--- src/msv_pkg.sv ---
package msv_pkg;

  localparam int unsigned CountW = 16;
  localparam logic [CountW-1:0] MAX_LENGTH = 16'hFFFF;

  typedef enum logic [1:0] {
    MODE_ASCII  = 2'd0,
    MODE_UTF8   = 2'd1,
    MODE_LATIN1 = 2'd2
  } mode_t;

  localparam logic [7:0] LEAD_MIN    = 8'hC2;
  localparam logic [7:0] LEAD_MAX    = 8'hF4;
  localparam logic [7:0] CONT_MIN    = 8'h80;
  localparam logic [7:0] CONT_MAX    = 8'hBF;
  localparam logic [7:0] LEAD_E0     = 8'hE0;
  localparam logic [7:0] LEAD_ED     = 8'hED;
  localparam logic [7:0] LEAD_F0     = 8'hF0;
  localparam logic [7:0] LEAD_F4     = 8'hF4;
  localparam logic [7:0] E0_LO       = 8'hA0;
  localparam logic [7:0] ED_HI       = 8'h9F;
  localparam logic [7:0] F0_LO       = 8'h90;
  localparam logic [7:0] F4_HI       = 8'h8F;
  localparam logic [7:0] MASK_2BYTE  = 8'he0;
  localparam logic [7:0] MATCH_2BYTE = 8'hc0;
  localparam logic [7:0] MASK_3BYTE  = 8'hf0;
  localparam logic [7:0] MATCH_3BYTE = 8'he0;

  typedef struct packed {
    logic [CountW-1:0] count;
    logic [2:0]        pending;
    logic [1:0]        remain;
    logic [7:0]        lead;
    logic              second;
    logic              failed;
  } str_state_t;

endpackage

--- src/msv_step.sv ---
module msv_step (
  input  msv_pkg::str_state_t st,
  input  logic [1:0]          mode,
  input  logic [7:0]          data_byte,
  output msv_pkg::str_state_t st_next
);
  import msv_pkg::*;

  logic [2:0]        add_n;
  logic              do_add;
  logic [CountW:0]   sum;
  logic [7:0]        lo;
  logic [7:0]        hi;
  logic [1:0]        remain_dec;
  logic [2:0]        pending_inc;
  str_state_t        nx;

  assign remain_dec  = st.remain - 2'd1;
  assign pending_inc = st.pending + 3'd1;
  assign sum = {1'b0, st.count} + (CountW+1)'(add_n);

  always_comb begin
    lo = CONT_MIN;
    hi = CONT_MAX;
    if (st.second) begin
      if (st.lead == LEAD_E0) lo = E0_LO;
      else if (st.lead == LEAD_ED) hi = ED_HI;
      else if (st.lead == LEAD_F0) lo = F0_LO;
      else if (st.lead == LEAD_F4) hi = F4_HI;
    end
  end

  always_comb begin
    nx     = st;
    do_add = 1'b0;
    add_n  = 3'd1;
    if (!st.failed) begin
      if (mode == MODE_UTF8) begin
        if (st.remain == 2'd0) begin
          if (data_byte == 8'd0) begin
            nx.failed = 1'b1;
          end else if (!data_byte[7]) begin
            do_add = 1'b1;
          end else if (data_byte < LEAD_MIN || data_byte > LEAD_MAX) begin
            nx.failed = 1'b1;
          end else begin
            if ((data_byte & MASK_2BYTE) == MATCH_2BYTE) nx.remain = 2'd1;
            else if ((data_byte & MASK_3BYTE) == MATCH_3BYTE) nx.remain = 2'd2;
            else nx.remain = 2'd3;
            nx.lead    = data_byte;
            nx.pending = 3'd1;
            nx.second  = 1'b1;
          end
        end else if (data_byte < lo || data_byte > hi) begin
          nx.failed = 1'b1;
        end else begin
          nx.second  = 1'b0;
          nx.remain  = remain_dec;
          nx.pending = pending_inc;
          if (remain_dec == 2'd0) begin
            // character complete: commit all its bytes
            do_add     = 1'b1;
            add_n      = pending_inc;
            nx.pending = 3'd0;
          end
        end
      end else begin
        if (data_byte == 8'd0) nx.failed = 1'b1;
        else do_add = 1'b1;
      end
    end
    if (do_add) begin
      nx.count = (sum >= {1'b0, MAX_LENGTH}) ? MAX_LENGTH : sum[CountW-1:0];
    end
    st_next = nx;
  end

endmodule

--- src/multibyte_string_validator_unit.sv ---
// A final byte waits in the input word register while an unread result is held, then
// its result is registered. Throughput: one byte per cycle otherwise; the per-byte state
// update is one short logic level between the input word register and the string state /
// result registers. Reset (rst, synchronous, active high): mode 0 (ASCII), string state
// cleared, both stages empty. A config write also clears the string state.
module multibyte_string_validator_unit (
  input  logic        clk,
  input  logic        rst,
  input  logic        cfg_wr_en,
  input  logic [1:0]  cfg_wr_data,   // encoding_mode
  input  logic        s_axis_tvalid,
  output logic        s_axis_tready,
  input  logic [7:0]  s_axis_tdata,  // [7:0] data_byte
  input  logic        s_axis_tlast,  // last_byte
  output logic        m_axis_tvalid,
  input  logic        m_axis_tready,
  output logic [15:0] m_axis_tdata,  // [15:0] valid_length
  output logic        m_axis_tuser   // [0] all_valid
);
  import msv_pkg::*;

  logic [1:0] enc_mode;
  logic       in_valid;
  logic [7:0] in_byte;
  logic       in_last;
  logic       advance;
  str_state_t st;
  str_state_t st_next;
  logic       out_valid;
  logic [CountW-1:0] out_len;
  logic       out_all;

  msv_step u_step (
    .st        (st),
    .mode      (enc_mode),
    .data_byte (in_byte),
    .st_next   (st_next)
  );

  // non-final words never wait on the output register
  assign advance       = in_valid && (!in_last || !out_valid || m_axis_tready);
  assign s_axis_tready = !in_valid || advance;

  always_ff @(posedge clk) begin
    if (rst) begin
      enc_mode  <= MODE_ASCII;
      st        <= '0;
      in_valid  <= 1'b0;
      out_valid <= 1'b0;
    end else begin
      if (cfg_wr_en) begin
        enc_mode <= cfg_wr_data;
        st       <= '0;
      end else if (advance) begin
        st <= in_last ? '0 : st_next;
      end
      if (s_axis_tready) in_valid <= s_axis_tvalid;
      if (advance && in_last) out_valid <= 1'b1;
      else if (m_axis_tready) out_valid <= 1'b0;
    end
  end

  always_ff @(posedge clk) begin
    if (s_axis_tvalid && s_axis_tready) begin
      in_byte <= s_axis_tdata;
      in_last <= s_axis_tlast;
    end
    if (advance && in_last) begin
      out_len <= st_next.count;
      out_all <= !st_next.failed && (st_next.remain == 2'd0);
    end
  end

  assign m_axis_tvalid = out_valid;
  assign m_axis_tdata  = out_len;
  assign m_axis_tuser  = out_all;

endmodule

--- config.mk ---
export PLATFORM = sky130hd
export DESIGN_NAME = multibyte_string_validator_unit
export DESIGN_NICKNAME = d
export VERILOG_FILES = /design/src/msv_pkg.sv /design/src/msv_step.sv /design/src/multibyte_string_validator_unit.sv
export SDC_FILE = /design/constraint.sdc
export NUM_CORES = 1
export LEC_CHECK = 0
export BUFFER_PORTS_ARGS = -buffer_cell sky130_fd_sc_hd__buf_2
export CAP_MARGIN = 20
export CORE_MARGIN = 1.5
export CORE_UTILIZATION = 40
export CTS_BUF_LIST = sky130_fd_sc_hd__clkbuf_16
export DETAILED_ROUTE_END_ITERATION = 10
export PLACE_DENSITY_LB_ADDON = 0.12
export SYNTH_ARGS = -nofsm -noshare
export SYNTH_HDL_FRONTEND = slang
export SYNTH_SLANG_ARGS = --single-unit
--- constraint.sdc ---
create_clock -name clk -period 7 [get_ports clk]
set_input_delay 0 -clock clk [delete_from_list [all_inputs] [get_ports clk]]
set_output_delay 0 -clock clk [all_outputs]
set_load 0.01 [all_outputs]
### Word level (Yosys, flattened, before mapping)

Index checks and enable logic that the tools add are counted.

* logic and storage cells: 104
* bits of input ports: 16
* register bits after elaboration: 61
* output and inout bits: 19

* multiplexer cells: 45
* magnitude comparators: 5
* reductions and logical operators: 24
* equality and inequality tests: 14
* $add $sub $neg: 3

Operators with widths (count)
* 8-bit 2-to-1 mux: 8
* 14-bit 2-to-1 mux: 3
* 8-bit == test, second input constant: 4
* 16-bit 2-to-1 mux: 2
* 31-bit 2-to-1 mux: 1
* 15-bit 2-to-1 mux: 2
* 3-bit 2-to-1 mux: 6
* 16-bit by 3-bit adder with 17-bit output: 1
* 17-bit by 16-bit greater-or-equal comparator with 1-bit output, second input constant: 1
* 1-bit 2-to-1 mux: 17
* 5-bit 2-to-1 mux: 3
* 7-bit AND reduction: 2
* 3-bit inequality test, second input constant: 3
* 8-bit greater-than comparator: 1
* 8-bit greater-than comparator, second input constant: 1
* 8-bit logical NOT: 1
* 8-bit < comparator: 1
* 8-bit < comparator, second input constant: 1
* 2-bit nonzero test: 4
* 2-bit logical NOT: 3
* 6-bit 2-to-1 mux: 1
* 2-bit inequality test, second input constant: 3
* 1-bit logical OR: 5
* 4-bit == test, second input constant: 1
* 9 further kinds: 16

### Longest topological paths before layout

* depth after elaboration: 17
* gate-level depth with buffers: 19
* gate-level depth less buffers: 18

### Hierarchy

From an unflattened synthesis, not the netlist that was laid out.

* cell total of the unflattened synthesis: 311
* area total of the unflattened synthesis: 3255.6 µm²

Modules (own cells, without submodules)
* multibyte_string_validator_unit: instances 1, seq. area each 1481.4 µm², area an instance 1941.9 µm², cells an instance 115
* msv_step: instances 1, seq. area each 0.0 µm², area an instance 1313.8 µm², cells an instance 196

### Worst setup path after synthesis

OpenSTA, ideal clock, no wires.

* kind: flip-flop to flip-flop
* start point: register, netlist name st[2]
* end point: register out_len[12] (netlist: m_axis_tdata[12]), data pin
* period minus slack after synthesis: 4.037 ns
* setup slack: 2.963 ns
* arrival: 3.886 ns
* cell stages (with the launch flop): 17
* buffers on the path: 0
* setup time: 0.152 ns
* path through: dfxtp_1 > or3b_1 > a21oi_1 > ha_1 > a21oi_1 > a31oi_1 > nor4_4 > and3_1 > nand2_1 > ha_1 > fa_1 > a21oi_2 > o21ai_0 > a2111o_1 > a2111oi_4 > nor3_1 > a31oi_1

RTL lines
* to (signal assigned): RTL line multibyte_string_validator_unit.sv:69 `out_len <= st_next.count;`
* to (decl): RTL line multibyte_string_validator_unit.sv:30 `logic [CountW-1:0] out_len;`

==> results.py <==
metrics = {
    "run_status": {
        "outcome": "complete, no violations",
    },
    "logic_synthesis": {
        "synth_seq_cells": 61,
        "ys_types": 62,
        "synthTopCellsByCount": "nor2_1 (40), dfxtp_1 (35), a21oi_1 (33), edfxtp_1 (26), nand2_1 (24)",
        "ys.flop_type": "dfxtp_1",
        "synth_area_sq_um": 3300,
        "syn-num-nets": 382,
        "yosys.area.top_type": "edfxtp_1",
        "yosys.cell_count.top_type": "nor2_1",
        "yosysSeqAreaShare": 0.449,
        "synth_top_area_frac": 0.236,
        "synth_edf_count": 26,
        "syn-instance-count": 356,
        "async_reset_ff_frac": 0,
        "synth_area_leaders": "edfxtp_1 (24%), dfxtp_1 (21%), a21oi_1 (5.0%)",
        "syn_area_per_cell_sq_um": 9.28,
        "yosys_warnings": 0,
    },
    "clocking": {
        "clk_pin_slew_ps": 60,
        "post_cts_resized": 0,
        "cts_made_buffers": 9,
        "htreeDepth": 3,
        "tritoncts": "built",
        "clk_latency_ps": 330,
        "cts_root_buffer": "clkbuf_16",
        "cts.sinks": 61,
        "clk_path_buf_depth": 2,
    },
    "worst_setup_path": {
        "setup.worst_path.end_class": "register",
        "reg2regPathDepth": 16,
        "cp.required_ps": 7170,
        "critical-path-top-delay-family": "compound AO/OA/AOI/OAI gates",
        "path_class": "register to register",
        "cp_max_fo": 9,
        "crit_buf_inv": 0,
        "cp_slowest_stage_delay_ps": 440,
        "path_depth": 16,
        "worst_setup_path_start_kind": "register",
        "critPathSlowestCell": "fa_1",
        "arrival_ps": 4670,
        "crit_path_cell_trace": "or3b_1, a21oi_1, ha_1, and4_1, a31oi_1, nor4_4, and3_1, nand2_1, ha_1, fa_1, a21oi_2, o21ai_0, a2111o_1, a2111oi_4, nor3_1, a31oi_1",
    },
    "final_layout": {
        "syn2layout_area_growth_pct": 20.0,
        "nets": 428,
        "multi_input_area_sq_um": 1700,
        "num_antenna_cells": 0,
        "stdcell_count": 509,
        "postLayoutCoreUtil": 0.505,
        "drive_gt1_frac": 0.170,
        "seq_area_sq_um": 1480,
        "fillCellCount": 771,
    },
    "timing": {
        "setup_ws_ps": 2500,
        "setup_viol": 0,
        "tns_ps": 0,
        "hold_violations": 0,
        "tightest_slew_ps": 950,
        "finalMaxSlewViolations": 0,
        "fmax_mhz": 222,
        "rsz0062_at_grt": "no",
        "slew_headroom": 0.364,
        "fin_worst_skew_ps": 8.82,
        "fin_crit_ps": 4500,
        "post-route-period-util": 0.644,
    },
    "routing": {
        "drc": 0,
        "num_vias": 2938,
        "routedWlPerCell_microns": 16.2,
        "antenna_left": 0,
        "via_per_inst": 5.77,
        "drtPass1Iterations": 5,
        "routed_wl_microns": 8220,
        "drt-initial-drc-count": 219,
    },
    "global_route": {
        "grt_pass1_vias": 2738,
        "grt_max_degree": 26,
        "grt_pass1_wl_microns": 14000,
        "track_usage": 0.205,
        "antenna_found_initial": 0,
        "overflow": 0,
    },
    "die": {
        "ios": 35,
        "initial_core_util": 0.421,
        "core_area_sq_um": 7850,
        "die_area_sq_um": 8810,
        "num_rows": 32,
        "die_height_microns": 93.9,
        "die_x_microns": 93.9,
    },
    "power_and_ir_drop": {
        "power_density_nw_per_um2": 212,
        "power.total_mw": 0.840,
        "leakage_nw": 1.40,
        "peakVddDrop_uv": 127,
    },
    "place": {
        "dp_slack_ps": 2560,
        "io_buffers": 34,
        "hpwl_microns": 5700,
        "gp_congestion": 0.908,
        "place_inst": 479,
    },
    "flow_run": {
        "drv_cap": 0,
    },
    "min_path": {
        "hold_class": "input pin to register",
        "hold_depth": 4,
    },
}
==> where the power goes <==
| part | internal, mW | switching, mW |
|---|---|---|
| Clock | 0.239 | 0.168 |
| Combinational | 0.0195 | 0.0291 |
| Sequential | 0.377 | 0.00621 |
| Total | 0.636 | 0.204 |
==> layer usage <==
layer | GRT usage | vias up | part of all wire
met3 | 0.0340 | 11 | 0.051
met2 | 0.298 | 90 | 0.43
met1 | 0.307 | 1402 | 0.51
met5 | 0 | - | 0
li1 | - | 1435 | -
met4 | 0.0672 | 0 | 0.013
==> worst paths after layout <==
| check | startpoint | end | slack, ps |
|---|---|---|---|
| hold / removal | m_axis_tready | in_valid | 20 |
| hold reg to reg | st[7] | st[7] | 460 |
| setup reg to reg | st[6] | m_axis_tdata[12] | 2500 |
| setup / recovery | st[6] | m_axis_tdata[12] | 2500 |
==> what timing repair did <==
action                                 4_1_cts  5_1_grt
endpoints found under the hold margin       13        0
buffers inserted                             0        0
hold buffers                                14        0
==> final cells by class <==
type                    count  area share
clock buffers               9      0.0569
clock inverters             7      0.0133
inverters                  14      0.0133
multi-input cells         267       0.430
flip-flops and latches     61       0.374
well taps                 102      0.0322
repair buffers             49      0.0802
==> registers in the layout, summed over array words and instances, names as in the netlist <==
| name | count |
|---|---|
| m_axis_tvalid | 1 |
| m_axis_tuser | 1 |
| in_byte | 8 |
| in_valid | 1 |
| m_axis_tdata | 16 |
| st | 31 |
| in_last | 1 |
| enc_mode | 2 |
==> cells by family (layout without fill, tap and decap cells) <==
kind of cell               after synthesis  count (layout)  share of synthesized area
muxes                                    3               3                    0.00909
DFF                                     61              61                      0.449
xor gates and xnor gates                 4               4                     0.0106
and+or+nand+nor                        148             148                      0.242
buffers and inverters                   28              79                     0.0352
adders and majority gates               10              10                     0.0402
AOI/OAI and AO/OA                      102             102                      0.214
==> tightest hold or removal path: cells and delay by family <==
family,cells,cell delay (ps)
AO/OA/AOI/OAI,1,70
AND/OR/NAND/NOR,2,150
buffers and inverters,1,80
==> placed cells by master, fill, tap and decap left out, types with 3 or more instances in the layout <==
cell / n
xnor2_1: 4
edfxtp_1: 26
dlygate4sd3_1: 14
a31oi_1: 11
nor2_1: 40
inv_1: 14
nor2b_1: 4
or2_2: 3
a211oi_1: 6
o21ai_0: 10
buf_2: 34
nor3b_1: 3
clkbuf_16: 9
nand3b_1: 3
dfxtp_1: 35
a22oi_1: 6
nand3_1: 8
nand4_1: 4
and2_1: 7
or3_1: 5
mux2i_1: 3
clkinvlp_4: 4
a311oi_1: 3
and3_1: 10
nor3_1: 14
ha_1: 9
or4_1: 3
nand2b_1: 5
o22ai_1: 7
nand2_1: 24
a21oi_1: 33
and4_1: 5
==> stage by stage <==
stage          hold slack (ps)  instance area (sq um)
5_1_grt                   65.1                   3960
6_report                  22.5                   3960
3_5_place_dp               178                   3540
3_3_place_gp               177                   3540
2_1_floorplan             69.1                   3300
4_1_cts                   16.8                   3960
Power figures use the tool's default switching activity.
